--- src/afd_pkg.sv ---
`default_nettype none
package afd_pkg;

  localparam logic [7:0]  START_BYTE    = 8'h7E;
  localparam logic [7:0]  CHECK_BASE    = 8'hFF;
  localparam logic [15:0] MAX_LEN_RESET = 16'd1024;

  localparam logic [2:0] PH_HUNT   = 3'd0;
  localparam logic [2:0] PH_LEN_HI = 3'd1;
  localparam logic [2:0] PH_LEN_LO = 3'd2;
  localparam logic [2:0] PH_CMD    = 3'd3;
  localparam logic [2:0] PH_DATA   = 3'd4;
  localparam logic [2:0] PH_CHECK  = 3'd5;

  localparam logic [1:0] ST_GOOD    = 2'd0;
  localparam logic [1:0] ST_BADSUM  = 2'd1;
  localparam logic [1:0] ST_TOOLONG = 2'd2;

  typedef struct packed {
    logic       has;
    logic [7:0] data;
    logic       is_cmd;
    logic       eof;
    logic [1:0] status;
  } afd_res_t;

endpackage
`default_nettype wire

--- src/afd_in_reg.sv ---
`default_nettype none
module afd_in_reg (
  input  wire logic       clk,
  input  wire logic       rst_n,
  input  wire logic       in_valid,
  input  wire logic [7:0] in_byte,
  output logic            in_stall,
  input  wire logic       consume,
  output logic            byte_valid_r,
  output logic [7:0]      byte_r
);
  import afd_pkg::*;

  logic load;

  // take a new beat whenever the slot is empty or drains this cycle
  assign in_stall = byte_valid_r && !consume;
  assign load     = in_valid && !in_stall;

  always_ff @(posedge clk) begin
    if (!rst_n) begin
      byte_valid_r <= 1'b0;
    end else if (load) begin
      byte_valid_r <= 1'b1;
    end else if (consume) begin
      byte_valid_r <= 1'b0;
    end
  end

  always_ff @(posedge clk) begin
    if (load) begin
      byte_r <= in_byte;
    end
  end

endmodule
`default_nettype wire

--- src/afd_core.sv ---
`default_nettype none
module afd_core (
  input  wire logic        clk,
  input  wire logic        rst_n,
  input  wire logic        fire,
  input  wire logic [7:0]  byte_in,
  input  wire logic [15:0] max_len,
  output afd_pkg::afd_res_t res
);
  import afd_pkg::*;

  logic [2:0]  phase_r, phase_nxt;
  logic [7:0]  len_hi_r, len_hi_nxt;
  logic [15:0] left_r, left_nxt;
  logic [7:0]  sum_r, sum_nxt;
  logic [15:0] full_len;
  logic [15:0] left_dec;

  assign full_len = {len_hi_r, byte_in};
  assign left_dec = left_r - 16'd1;

  always_comb begin
    phase_nxt  = phase_r;
    len_hi_nxt = len_hi_r;
    left_nxt   = left_r;
    sum_nxt    = sum_r;
    res        = '0;
    unique case (phase_r)
      PH_LEN_HI: begin
        len_hi_nxt = byte_in;
        phase_nxt  = PH_LEN_LO;
      end
      PH_LEN_LO: begin
        sum_nxt = 8'd0;
        if (full_len > max_len) begin
          res.has    = 1'b1;
          res.eof    = 1'b1;
          res.status = ST_TOOLONG;
          phase_nxt  = PH_HUNT;
        end else begin
          left_nxt  = full_len;
          phase_nxt = (full_len == 16'd0) ? PH_CHECK : PH_CMD;
        end
      end
      PH_CMD: begin
        sum_nxt    = byte_in;
        left_nxt   = left_dec;
        phase_nxt  = (left_dec == 16'd0) ? PH_CHECK : PH_DATA;
        res.has    = 1'b1;
        res.data   = byte_in;
        res.is_cmd = 1'b1;
      end
      PH_DATA: begin
        sum_nxt  = sum_r + byte_in;
        left_nxt = left_dec;
        if (left_dec == 16'd0) begin
          phase_nxt = PH_CHECK;
        end
        res.has  = 1'b1;
        res.data = byte_in;
      end
      PH_CHECK: begin
        res.has    = 1'b1;
        res.eof    = 1'b1;
        res.status = (byte_in == (CHECK_BASE - sum_r)) ? ST_GOOD : ST_BADSUM;
        phase_nxt  = PH_HUNT;
      end
      default: begin
        // hunting, and any unused code: wait for the start byte
        phase_nxt = (byte_in == START_BYTE) ? PH_LEN_HI : PH_HUNT;
      end
    endcase
  end

  always_ff @(posedge clk) begin
    if (!rst_n) begin
      phase_r  <= PH_HUNT;
      len_hi_r <= 8'd0;
      left_r   <= 16'd0;
      sum_r    <= 8'd0;
    end else if (fire) begin
      phase_r  <= phase_nxt;
      len_hi_r <= len_hi_nxt;
      left_r   <= left_nxt;
      sum_r    <= sum_nxt;
    end
  end

endmodule
`default_nettype wire

--- src/afd_out_reg.sv ---
`default_nettype none
module afd_out_reg (
  input  wire logic         clk,
  input  wire logic         rst_n,
  input  wire logic         load,
  input  afd_pkg::afd_res_t res,
  output logic              free,
  output logic              out_valid,
  input  wire logic         out_stall,
  output logic [7:0]        out_byte,
  output logic              out_is_command,
  output logic              out_end_of_frame,
  output logic [1:0]        out_frame_status
);
  import afd_pkg::*;

  logic     valid_r;
  afd_res_t res_r;

  assign free             = !valid_r || !out_stall;
  assign out_valid        = valid_r;
  assign out_byte         = res_r.data;
  assign out_is_command   = res_r.is_cmd;
  assign out_end_of_frame = res_r.eof;
  assign out_frame_status = res_r.status;

  always_ff @(posedge clk) begin
    if (!rst_n) begin
      valid_r <= 1'b0;
    end else if (load) begin
      valid_r <= 1'b1;
    end else if (!out_stall) begin
      valid_r <= 1'b0;
    end
  end

  always_ff @(posedge clk) begin
    if (load) begin
      res_r <= res;
    end
  end

endmodule
`default_nettype wire

--- src/api_frame_deframer.sv ---
// API-mode frame receiver with an 8-bit checksum.
// Input channel: one received byte per beat on in_byte (in_valid / in_stall).
// The block hunts for the start byte 0x7E, reads a big-endian 16-bit length,
// then passes the command byte (out_is_command set) and each data byte out
// as they arrive. The checksum byte closes the frame with an end beat
// (out_end_of_frame set, out_byte zero, out_frame_status good or bad sum).
// A length above cfg max closes at once with status too-long on the low
// length byte. Start, hunted and accepted length bytes give no output beat.
// Configuration: cfg_wr_en / cfg_wr_data write the maximum frame length
// (reset 1024); write it only while the block is idle.
// Path: an accepted byte passes the input register, then the result
// register, before it shows on the output.
// Throughput: one byte per cycle while the result register can take its result.
// Stall: while out_stall holds a result, one more byte is taken into the
// input register; bytes that give no output keep draining regardless.
// Reset (rst_n low, synchronous) drops any held beats and returns to hunting.
`default_nettype none
module api_frame_deframer (
  input  wire logic        clk,
  input  wire logic        rst_n,
  input  wire logic        cfg_wr_en,
  input  wire logic [15:0] cfg_wr_data,
  input  wire logic        in_valid,
  output logic             in_stall,
  input  wire logic [7:0]  in_byte,
  output logic             out_valid,
  input  wire logic        out_stall,
  output logic [7:0]       out_byte,
  output logic             out_is_command,
  output logic             out_end_of_frame,
  output logic [1:0]       out_frame_status
);
  import afd_pkg::*;

  logic [15:0] max_len_r;
  logic        byte_valid_r;
  logic [7:0]  byte_r;
  logic        consume;
  logic        out_free;
  afd_res_t    res;

  // advance the held byte when its result has a place, or it has no result
  assign consume = byte_valid_r && (out_free || !res.has);

  always_ff @(posedge clk) begin
    if (!rst_n) begin
      max_len_r <= MAX_LEN_RESET;
    end else if (cfg_wr_en) begin
      max_len_r <= cfg_wr_data;
    end
  end

  afd_in_reg u_in (
    .clk          (clk),
    .rst_n        (rst_n),
    .in_valid     (in_valid),
    .in_byte      (in_byte),
    .in_stall     (in_stall),
    .consume      (consume),
    .byte_valid_r (byte_valid_r),
    .byte_r       (byte_r)
  );

  afd_core u_core (
    .clk     (clk),
    .rst_n   (rst_n),
    .fire    (consume),
    .byte_in (byte_r),
    .max_len (max_len_r),
    .res     (res)
  );

  afd_out_reg u_out (
    .clk              (clk),
    .rst_n            (rst_n),
    .load             (consume && res.has),
    .res              (res),
    .free             (out_free),
    .out_valid        (out_valid),
    .out_stall        (out_stall),
    .out_byte         (out_byte),
    .out_is_command   (out_is_command),
    .out_end_of_frame (out_end_of_frame),
    .out_frame_status (out_frame_status)
  );

endmodule
`default_nettype wire
--- config.mk ---
export PLATFORM = sky130hd
export DESIGN_NAME = api_frame_deframer
export DESIGN_NICKNAME = d
export VERILOG_FILES = /design/src/afd_pkg.sv /design/src/afd_in_reg.sv /design/src/afd_core.sv /design/src/afd_out_reg.sv /design/src/api_frame_deframer.sv
export SDC_FILE = /design/constraint.sdc
export NUM_CORES = 1
export LEC_CHECK = 0
export BUFFER_PORTS_ARGS = -buffer_cell sky130_fd_sc_hd__buf_2
export CAP_MARGIN = 30
export CORE_UTILIZATION = 46
export CTS_CLUSTER_SIZE = 16
export DETAILED_ROUTE_END_ITERATION = 10
export PLACE_DENSITY_LB_ADDON = 0.05
export SLEW_MARGIN = 20
export SYNTH_ARGS = -nofsm -noshare
export SYNTH_HDL_FRONTEND = slang
export SYNTH_SLANG_ARGS = --single-unit
--- constraint.sdc ---
create_clock -name clk -period 3.25 [get_ports clk]
set_input_delay 0.65 -clock clk [delete_from_list [all_inputs] [get_ports clk]]
set_output_delay 0.65 -clock clk [all_outputs]
set_load 0.05 [all_outputs]
==> flow_metrics.py, run 1 <==
metrics = {
    "outcome": {
        "status": "finished, violations left",
        "violations": "design-rule violations",
    },
    "setup_path": {
        "regToRegEndpoint": "u_core.left_r[12]$_SDFFE_PN0P_",
        "cp-startpoint": "u_in.byte_r[5]$_DFFE_PP_",
        "cp_max_fo": 3,
        "reg2reg_slack_ns": 0.42,
        "cp.required_ns": 2.60,
        "cp-endpoint": "in_stall",
        "crit_path_end_kind": "output pin",
        "r2r-start": "u_in.byte_r[5]$_DFFE_PP_",
        "critPathArrivalTime_ns": 2.44,
        "startpoint_type": "register",
        "critical_path_class": "register to output pin",
        "reg2reg_depth": 10,
    },
    "final_layout": {
        "final_core_util_pct": 55.01,
        "nNetsFinal": 586,
        "syn_to_final_growth_pct": 14.48,
        "final_area_mm2": 0.004867,
        "drive_gt1_share_pct": 19.40,
        "insertedDiodeCount": 0,
    },
    "floorplan": {
        "pin_count": 43,
        "core_mm2": 0.008848,
        "rows": 34,
        "die_w_um": 98.14,
        "start_util_pct": 48.05,
        "dieArea_mm2": 0.009631,
        "die_h_um": 98.14,
    },
    "timing": {
        "relSlewSlack_pct": 57.41,
        "final_max_slew_viol_count": 0,
        "fin_ws_ns": 0.1557,
        "hold_viol": 0,
        "finalSetupViolCount": 0,
        "finClkSkew_ns": 0.009302,
        "fin_setup_tns_ns": 0,
        "rsz0062_at_grt": "false",
        "fmax_mhz": 323.2,
        "tightest_slew_ns": 0.6339,
        "post-route-period-util_pct": 95.21,
        "fin_crit_ns": 3.094,
    },
    "synth": {
        "synth_edf_count": 20,
        "synth_cell_type_count": 62,
        "ys_ff_latch": 73,
        "synthTopCellsByArea": "dfxtp_1, edfxtp_1, ha_1, nand2_1, a21boi_0",
        "synth_top_area_share_pct": 24.96,
        "async_reset_ff_share_pct": 0,
        "postSynthNetCount": 535,
        "seq_area_frac_synth_pct": 39.08,
        "synth.avg_cell_area_um2": 8.857,
        "yosysWarnings": 0,
        "netlist_instances": 480,
        "synth_most_common_cell": "dfxtp_1",
        "ys.flop_type": "dfxtp_1",
        "synthTopCellsByCount": "dfxtp_1, nand2_1, inv_1, nor2_1",
        "synth_top_cell_by_area": "dfxtp_1",
        "synth.cell_area_mm2": 0.004252,
    },
    "cts": {
        "cts_sinks": 73,
        "hold_buffers": 0,
        "cts-root-buf": "clkbuf_8",
        "numCtsBuffers": 9,
        "htreeDepth": 3,
        "insertion_delay_ns": 0.36,
        "cts_tree": "built",
        "clk_pin_slew_ns": 0.08,
        "max-clock-path-buffers": 2,
    },
    "hold_path": {
        "hp-class": "input pin to register",
    },
    "drt": {
        "drt-total-wl_um": 10820,
        "routedWlPerCell_um": 16.81,
        "drc_errors": 2,
        "drtAntennaViolNets": 0,
        "num_vias": 3649,
        "firstDrtPassIters": 8,
        "post_drt_via_cell_ratio": 5.666,
        "drtIter0Drc": 239,
    },
    "grt": {
        "grt_pass1_vias": 3455,
        "antenna_found_initial": 0,
        "grt_usage_pct": 23.31,
        "grt.met3_usage_pct": 3.508,
        "top_usage_layer": "met2",
        "grt-ovfl-total": 0,
        "grtUsageMet1_pct": 31.26,
        "grt_max_degree": 34,
        "use_met2_pct": 37.76,
        "grt_pass1_wl_um": 17480,
    },
    "power": {
        "power-per-cell-area_mw_per_mm2": 388.0,
        "leakage_nw": 1.931,
        "irDropWorstVdd_mv": 0.2208,
    },
    "placement": {
        "hpwl_um": 7665,
        "dpl_cell_area_mm2": 0.004621,
        "place_ws_ns": 0.2218,
        "io_buffer_count": 42,
        "gp_congestion": 0.8925,
    },
    "job": {
        "max_cap_viol_count": 0,
    },
}
==> cell usage in the layout, fill, tap and decap left out, drive strengths merged, types with 16 or more instances in the layout <==
master / n
a21boi: 25
a21oi: 25
buf: 63
dfxtp: 53
edfxtp: 20
ha: 25
inv: 29
nand2: 50
nor2: 27
nor2b: 22
nor3: 16
o21ai: 24
==> where the power goes <==
part           internal (mW)  switching [mW]
logic                 0.0762           0.103
clock network          0.363           0.382
registers              0.952          0.0126
total                   1.39           0.498
==> what timing repair did <==
| item | 4_1_cts | 5_1_grt |
|---|---|---|
| endpoints found under the setup margin | 1 | 1 |
| pin swaps | 1 | 2 |
| buffers inserted | 0 | 1 |
| hold endpoints to repair | 0 | 0 |
| gates resized for setup | 4 | 2 |
==> layer usage <==
layer | routed length [um] | vias to the layer above
met2 | 4979 | 96
met5 | 0 | -
met1 | 5152 | 1712
li1 | - | 1828
met4 | 174 | 0
met3 | 516 | 13
==> cell type report <==
type,count,area (um2)
Clock buffer,9,123.9
Sequential cell,73,1662
Fill cell,807,3981
Timing Repair Buffer,64,381.6
Clock inverter,7,78.83
Multi-Input combinational cell,355,2381
Inverter,28,105.1
Tap cell,108,135.1
==> critical path: stages, from the launching register on <==
cell      delay (ns)
edfxtp_1        0.41
ha_1            0.32
nand4_1         0.14
nor4_2          0.26
a21bo_2         0.27
a31oi_2         0.18
a21o_1          0.16
and3_4          0.20
buf_6           0.15
==> registers in the layout, summed over array words and instances, names as in the netlist, 2 cells and up <==
signal / cells
u_core.len_hi_r: 8
u_core.phase_r: 3
u_core.sum_r: 8
max_len_r: 16
u_core.left_r: 16
u_out.out_byte: 8
u_in.byte_r: 8
u_out.out_frame_status: 2
==> how the worst min path moves through the flow <==
stage	depth (start not counted)	endpoint	start
final	1	u_in.byte_r[4]$_DFFE_PP_	in_byte[4]
after global routing	1	u_in.byte_r[5]$_DFFE_PP_	in_byte[5]
after CTS	1	u_in.byte_r[4]$_DFFE_PP_	in_byte[4]
after detailed placement	2	u_core.left_r[11]$_SDFFE_PN0P_	u_core.left_r[11]$_SDFFE_PN0P_
after global placement	2	u_core.left_r[1]$_SDFFE_PN0P_	u_core.left_r[1]$_SDFFE_PN0P_
after floorplan	2	u_core.left_r[1]$_SDFFE_PN0P_	u_core.left_r[1]$_SDFFE_PN0P_
==> cell families after synthesis <==
logic type	after synthesis	synth area share, %
simple gates	182	22.40
compound gates	123	19.75
flops	73	39.08
buf+inv	52	5.503
fa+ha+maj	26	7.828
mux	16	3.796
xor+xnor	8	1.648
==> through the flow <==
step / instances / hold WS (ns) / total power, mW
after floorplan: 480 / 0.4582 / 1.088
after global placement: 626 / 0.4738 / 1.159
after detailed placement: 626 / 0.4813 / 1.162
after CTS: 642 / 0.4530 / 1.909
after global routing: 644 / 0.4508 / 1.968
final: 644 / 0.4657 / 1.889
(Power assumes the default switching activity.)
==> run 2: changes to the inputs <==
ABC_AREA = 1   (was default)
==> flow_metrics.py, run 2 <==
metrics = {
    "grt": {
        "grt_pass1_wl_um": 17880,
        "grt-ovfl-total": 0,
        "grt_max_degree": 33,
        "antenna_found_initial": 0,
        "grt_pass1_vias": 3755,
        "grt_usage_pct": 23.39,
    },
    "synth": {
        "synth_cell_type_count": 36,
        "synthMuxAreaShare_pct": 0,
        "yosysWarnings": 0,
        "yosys.area_share.simple_pct": 32.42,
        "async_reset_ff_share_pct": 0,
        "ys.flop_type": "dfxtp_1",
        "seq_area_frac_synth_pct": 38.30,
        "synth_most_common_cell": "nand2_1",
        "synth_top_cell_by_area": "dfxtp_1",
        "synthXorXnorAreaFrac_pct": 1.010,
        "synthTopCellsByCount": "nand2_1, nor2_1, inv_1",
        "synth_edf_count": 20,
        "synth-compound-area-share_pct": 10.90,
        "synth_top_area_share_pct": 24.46,
        "synthTopCellsByArea": "dfxtp_1, nand2_1, edfxtp_1, nor2_1, ha_1",
        "synth.avg_cell_area_um2": 6.886,
        "synth_adder_area_share_pct": 7.672,
        "synth_top_family_by_area": "simple AND/OR/NAND/NOR gates",
        "netlist_instances": 630,
        "ys_ff_latch": 73,
        "postSynthNetCount": 685,
        "synth.cell_area_mm2": 0.004338,
    },
    "setup_path": {
        "cp_num_buf_inv": 2,
        "critical_path_class": "register to output pin",
        "cp_max_fo": 5,
        "cpMostUsedCell": "nand2_1",
        "crit_path_max_incr_delay_ns": 0.47,
        "critPathArrivalTime_ns": 2.37,
        "cp.required_ns": 2.60,
        "reg2reg_slack_ns": 0.59,
        "crit_chain": "ha_1, nand2_1, nor2_1, nand2_1, nand2_1, nand2_1, nand2_1, nand3_2, nand2_2, nand3_1, inv_1, buf_2",
        "reg2reg_depth": 12,
        "startpoint_type": "register",
        "critPathTopFamily": "simple AND/OR/NAND/NOR gates",
        "crit_path_end_kind": "output pin",
        "regToRegEndpoint": "u_out.out_frame_status[0]$_DFFE_PP_",
        "critPathSlowestCell": "edfxtp_1",
        "r2r-start": "u_in.byte_r[5]$_DFFE_PP_",
    },
    "final_layout": {
        "largestRegisters": "max_len_r: 16 flops, u_core.left_r: 16 flops",
        "drive_gt1_share_pct": 11.85,
        "final_common_cell": "nand2_1",
        "insertedDiodeCount": 0,
        "nNetsFinal": 725,
        "syn_to_final_growth_pct": 11.34,
        "multi_input_area_mm2": 0.002263,
        "final_cell_mix": "nand2_1, nor2_1, inv_1",
        "final_area_mm2": 0.004830,
        "fillers": 975,
        "ff_latch_area_mm2": 0.001662,
    },
    "job": {
        "max_cap_viol_count": 0,
    },
    "floorplan": {
        "pin_count": 43,
        "core_mm2": 0.009196,
        "die_w_um": 99.11,
        "dieArea_mm2": 0.009823,
        "start_util_pct": 47.17,
        "rows": 35,
        "die_h_um": 99.11,
    },
    "hold_path": {
        "holdPathEnd": "u_in.byte_r[4]$_DFFE_PP_",
        "hold_start": "in_byte[4]",
        "hp-class": "input pin to register",
        "min_path_cells": 1,
    },
    "drt": {
        "routedWlPerCell_um": 13.66,
        "drtAntennaViolNets": 0,
        "post_drt_via_cell_ratio": 4.994,
        "firstDrtPassIters": 5,
        "drtIter0Drc": 197,
        "drt-total-wl_um": 10740,
        "drc_errors": 0,
        "num_vias": 3925,
    },
    "cts": {
        "htreeDepth": 3,
        "cts_tree": "built",
        "cts_sinks": 73,
        "numCtsBuffers": 9,
        "clk_pin_slew_ns": 0.09,
        "max-clock-path-buffers": 2,
        "cts-root-buf": "clkbuf_8",
        "insertion_delay_ns": 0.36,
    },
    "timing": {
        "fin_crit_ns": 3.023,
        "rsz0062_at_grt": "false",
        "finalSetupViolCount": 0,
        "post-route-period-util_pct": 93.03,
        "tightest_slew_ns": 0.8920,
        "fmax_mhz": 330.7,
        "finClkSkew_ns": 0.009351,
        "hold_viol": 0,
        "fin_setup_tns_ns": 0,
        "relSlewSlack_pct": 40.51,
        "final_max_slew_viol_count": 0,
    },
    "power": {
        "power-per-cell-area_mw_per_mm2": 459.4,
        "leakage_nw": 2.499,
        "irDropWorstVdd_mv": 0.2322,
    },
    "placement": {
        "dpl_cell_area_mm2": 0.004611,
        "gp_congestion": 0.9320,
        "hpwl_um": 8077,
        "io_buffer_count": 42,
    },
    "outcome": {
        "status": "finished clean",
    },
}
run 2: changes by cell type after synthesis, moves of 6 or more:
cell	delta
nand2_1	+113
nand3_1	+17
o211a_1	-6
and2_1	-9
a22oi_1	-6
or2_2	-8
nor2_1	+91
o21ai_0	+22
nor2b_1	-22
a21oi_1	+7
nor3_1	-12
a21boi_0	-23
inv_1	+56
mux2i_1	-15
run 2: final cells by class:
type,count,share of cell area [%]
clock buffer,10,3.083
clock inverter,6,0.9845
tap,111,2.876
timing repair buffer,46,4.974
inverter,87,6.813
multi-input combinational,453,46.87
sequential,73,34.40
run 2: worst max path at each step:
stage	slack, ns	cells past startpoint	start	to
final	0.23	12	u_in.byte_r[7]$_DFFE_PP_	in_stall
after global routing	0.01	12	u_in.byte_r[7]$_DFFE_PP_	in_stall
after CTS	0.07	16	u_in.byte_r[0]$_DFFE_PP_	in_stall
after detailed placement	0.47	16	u_in.byte_r[0]$_DFFE_PP_	in_stall
after global placement	0.49	16	u_in.byte_r[0]$_DFFE_PP_	in_stall
after floorplan	0.70	11	u_in.byte_r[7]$_DFFE_PP_	in_stall
run 2: per-stage QoR:
step	total power [mW]	utilization [%]	std cells	hold slack (ns)	setup WS, ns
after floorplan	1.395	-	630	0.4353	0.7035
after global placement	1.508	50.14	768	0.4541	0.4897
after detailed placement	1.512	50.14	768	0.4576	0.4745
after CTS	2.230	52.27	784	0.4542	0.06719
after global routing	2.355	52.52	786	0.4477	0.01316
final	2.219	52.52	786	0.4603	0.2265
run 2: timing repair:
item,CTS,global route
hold buffers,0,0
setup endpoints to repair,0,1
gates resized for setup,0,2
hold endpoints to repair,0,0
setup buffers,0,2
run 2: cells by family after synthesis:
logic type,after synthesis
AND/OR/NAND/NOR,335
AO/OA/AOI/OAI,87
buffers and inverters,104
XOR/XNOR,5
adder cells (fa/ha/maj),26
flip-flops,73
run 2: report_power, final:
group          switching [mW]  leakage [nW]  total [mW]  internal, mW
clock network           0.389        0.0984       0.719         0.330
logic                   0.314          1.77       0.480         0.166
registers              0.0391         0.635        1.02         0.980
total                   0.742          2.50        2.22          1.48
run 2: worst register-to-register path, stage by stage, from the launching register on:
cell and delay, ns:
edfxtp_1 0.49, ha_1 0.34, a21oi_1 0.15, nor2_1 0.05, nor2_1 0.11, nand2_1 0.07
nand2_1 0.05, nand2_1 0.07, nand3_2 0.13, nand2_2 0.10, a21oi_1 0.22, nand2_1 0.11
inv_1 0.41
run 2: metal layers:
metal  track usage, %  vias up  share of wire (%)
li1                 -     2081                  -
met1            31.03     1763                 49
met2            39.43       68                 45
met3            3.935       13                3.8
met4            6.674        0                1.3
met5                0        -                  0
==> run 3: changes to the inputs <==
PLACE_DENSITY_LB_ADDON = default   (was 0.05)
==> flow_metrics.py, run 3 (same netlist as run 2, synthesis figures left out) <==
metrics = {
    "cts": {
        "clk_pin_slew_ns": 0.08,
        "cts-root-buf": "clkbuf_8",
        "htreeDepth": 3,
        "hold_buffers": 0,
        "cts_tree": "built",
        "cts_sinks": 73,
        "insertion_delay_ns": 0.36,
        "max-clock-path-buffers": 2,
        "numCtsBuffers": 9,
    },
    "timing": {
        "fin_crit_ns": 3.005,
        "hold_viol": 0,
        "final_max_slew_viol_count": 0,
        "post-route-period-util_pct": 92.46,
        "fin_setup_tns_ns": 0,
        "fmax_mhz": 332.8,
        "finalSetupViolCount": 0,
        "tightest_slew_ns": 0.9122,
        "rsz0062_at_grt": "false",
        "relSlewSlack_pct": 39.19,
        "finClkSkew_ns": 0.01180,
    },
    "setup_path": {
        "reg2reg_depth": 11,
        "critical_path_class": "register to output pin",
        "critPathArrivalTime_ns": 2.35,
        "cp.required_ns": 2.60,
        "cpMostUsedCell": "nand2_1",
        "cp-endpoint": "in_stall",
        "cp-startpoint": "u_in.byte_r[4]$_DFFE_PP_",
        "regToRegEndpoint": "u_out.out_byte[6]$_SDFFCE_PP0P_",
        "critPathSlowestCell": "edfxtp_1",
        "cp_max_fo": 6,
        "crit_path_max_incr_delay_ns": 0.51,
        "crit_path_end_kind": "output pin",
        "r2r-start": "max_len_r[11]$_SDFFE_PN0P_",
        "crit_chain": "ha_1, nand2_1, nor2_1, nand2_1, nand2_1, nand2_1, nand2_1, nand3_2, nand2_2, nand3_1, inv_1, clkbuf_4",
        "startpoint_type": "register",
        "reg2reg_slack_ns": 0.59,
    },
    "grt": {
        "grt_usage_pct": 23.19,
        "use_met2_pct": 38.30,
        "grt_pass1_wl_um": 17620,
        "top_usage_layer": "met2",
        "grt_max_degree": 38,
        "grtUsageMet1_pct": 30.24,
        "grt_pass1_vias": 3631,
        "grt-ovfl-total": 0,
        "grt.met3_usage_pct": 5.271,
        "antenna_found_initial": 0,
    },
    "drt": {
        "firstDrtPassIters": 4,
        "drtIter0Drc": 185,
        "post_drt_via_cell_ratio": 5.008,
        "drtAntennaViolNets": 0,
        "drt-total-wl_um": 10670,
        "drc_errors": 0,
        "num_vias": 3961,
        "routedWlPerCell_um": 13.49,
    },
    "power": {
        "pwr-share-seq_pct": 45.8,
        "power-per-cell-area_mw_per_mm2": 456.2,
        "irDropWorstVdd_mv": 0.2277,
        "leakage_nw": 2.523,
        "combPwrFrac_pct": 22.0,
        "internal_power_mw": 1.503,
        "p_clk_share_pct": 32.3,
        "power.switching_mw": 0.7188,
        "swShare_pct": 32.35,
    },
    "job": {
        "max_cap_viol_count": 0,
    },
    "floorplan": {
        "dieArea_mm2": 0.009823,
        "die_w_um": 99.11,
        "pin_count": 43,
        "die_h_um": 99.11,
        "core_mm2": 0.009196,
        "rows": 35,
        "start_util_pct": 47.17,
    },
    "final_layout": {
        "largestRegisters": "max_len_r: 16 flops, u_core.left_r: 16 flops",
        "drive_gt1_share_pct": 12.35,
        "final_cell_mix": "nand2_1, nor2_1, inv_1",
        "final_core_util_pct": 52.97,
        "insertedDiodeCount": 0,
        "nNetsFinal": 730,
        "syn_to_final_growth_pct": 12.29,
        "final_common_cell": "nand2_1",
    },
    "hold_path": {
        "hp-class": "input pin to register",
    },
    "outcome": {
        "status": "finished clean",
    },
    "placement": {
        "io_buffer_count": 42,
        "hpwl_um": 8108,
        "gp_congestion": 0.9200,
    },
}
run 3: final cells by class:
cell class	instances	area [um2]
repair buffers	51	280.3
fillers	929	4325
clock inverters	4	31.28
well taps	111	138.9
inverters	87	329.1
flip-flops and latches	73	1662
clock buffers	12	166.4
multi-input cells	453	2263
run 3: worst max-delay path, delay by kind of cell (launching register included):
family,cells,cell delay (ns)
fa+ha+maj,1,0.33
buf+inv,2,0.31
flops,1,0.51
simple gates,9,0.85
run 3: power groups by stage:
stage,combinational (mW),sequential (mW),clock [mW]
after floorplan,0.358,1.04,0
after global placement,0.470,1.04,0
after detailed placement,0.472,1.04,0
after global routing,0.562,1.02,0.775
final,0.488,1.02,0.717
after CTS,0.475,1.02,0.741
run 3: worst min path at each step:
stage                                           from                         end  cells past startpoint
after floorplan           max_len_r[14]$_SDFFE_PN0P_  max_len_r[14]$_SDFFE_PN0P_                      2
after global placement    max_len_r[15]$_SDFFE_PN0P_  max_len_r[15]$_SDFFE_PN0P_                      2
after detailed placement   max_len_r[9]$_SDFFE_PN0P_   max_len_r[9]$_SDFFE_PN0P_                      2
after CTS                                 in_byte[2]    u_in.byte_r[2]$_DFFE_PP_                      1
after global routing                      in_byte[2]    u_in.byte_r[2]$_DFFE_PP_                      1
final                                     in_byte[2]    u_in.byte_r[2]$_DFFE_PP_                      1
run 3: per-layer routing:
metal | part of all wire [%] | up-vias
met5 | 0 | -
met2 | 47 | 78
met1 | 48 | 1782
li1 | - | 2088
met4 | 1.6 | 0
met3 | 4.0 | 13
run 3: metrics by stage:
step	power [mW]	hold WS (ns)	cell area (um2)	cells	worst slack, ns
after global routing	2.360	0.4442	4871	791	0.002530
after global placement	1.509	0.4543	4611	768	0.5041
after floorplan	1.395	0.4353	4338	630	0.7035
final	2.222	0.4597	4871	791	0.2451
after CTS	2.236	0.4425	4808	784	0.06175
after detailed placement	1.513	0.4564	4611	768	0.4636
run 3: timing repair:
item,CTS,global route
setup buffers,0,7
endpoints found under the setup margin,0,1
gates resized for setup,0,3
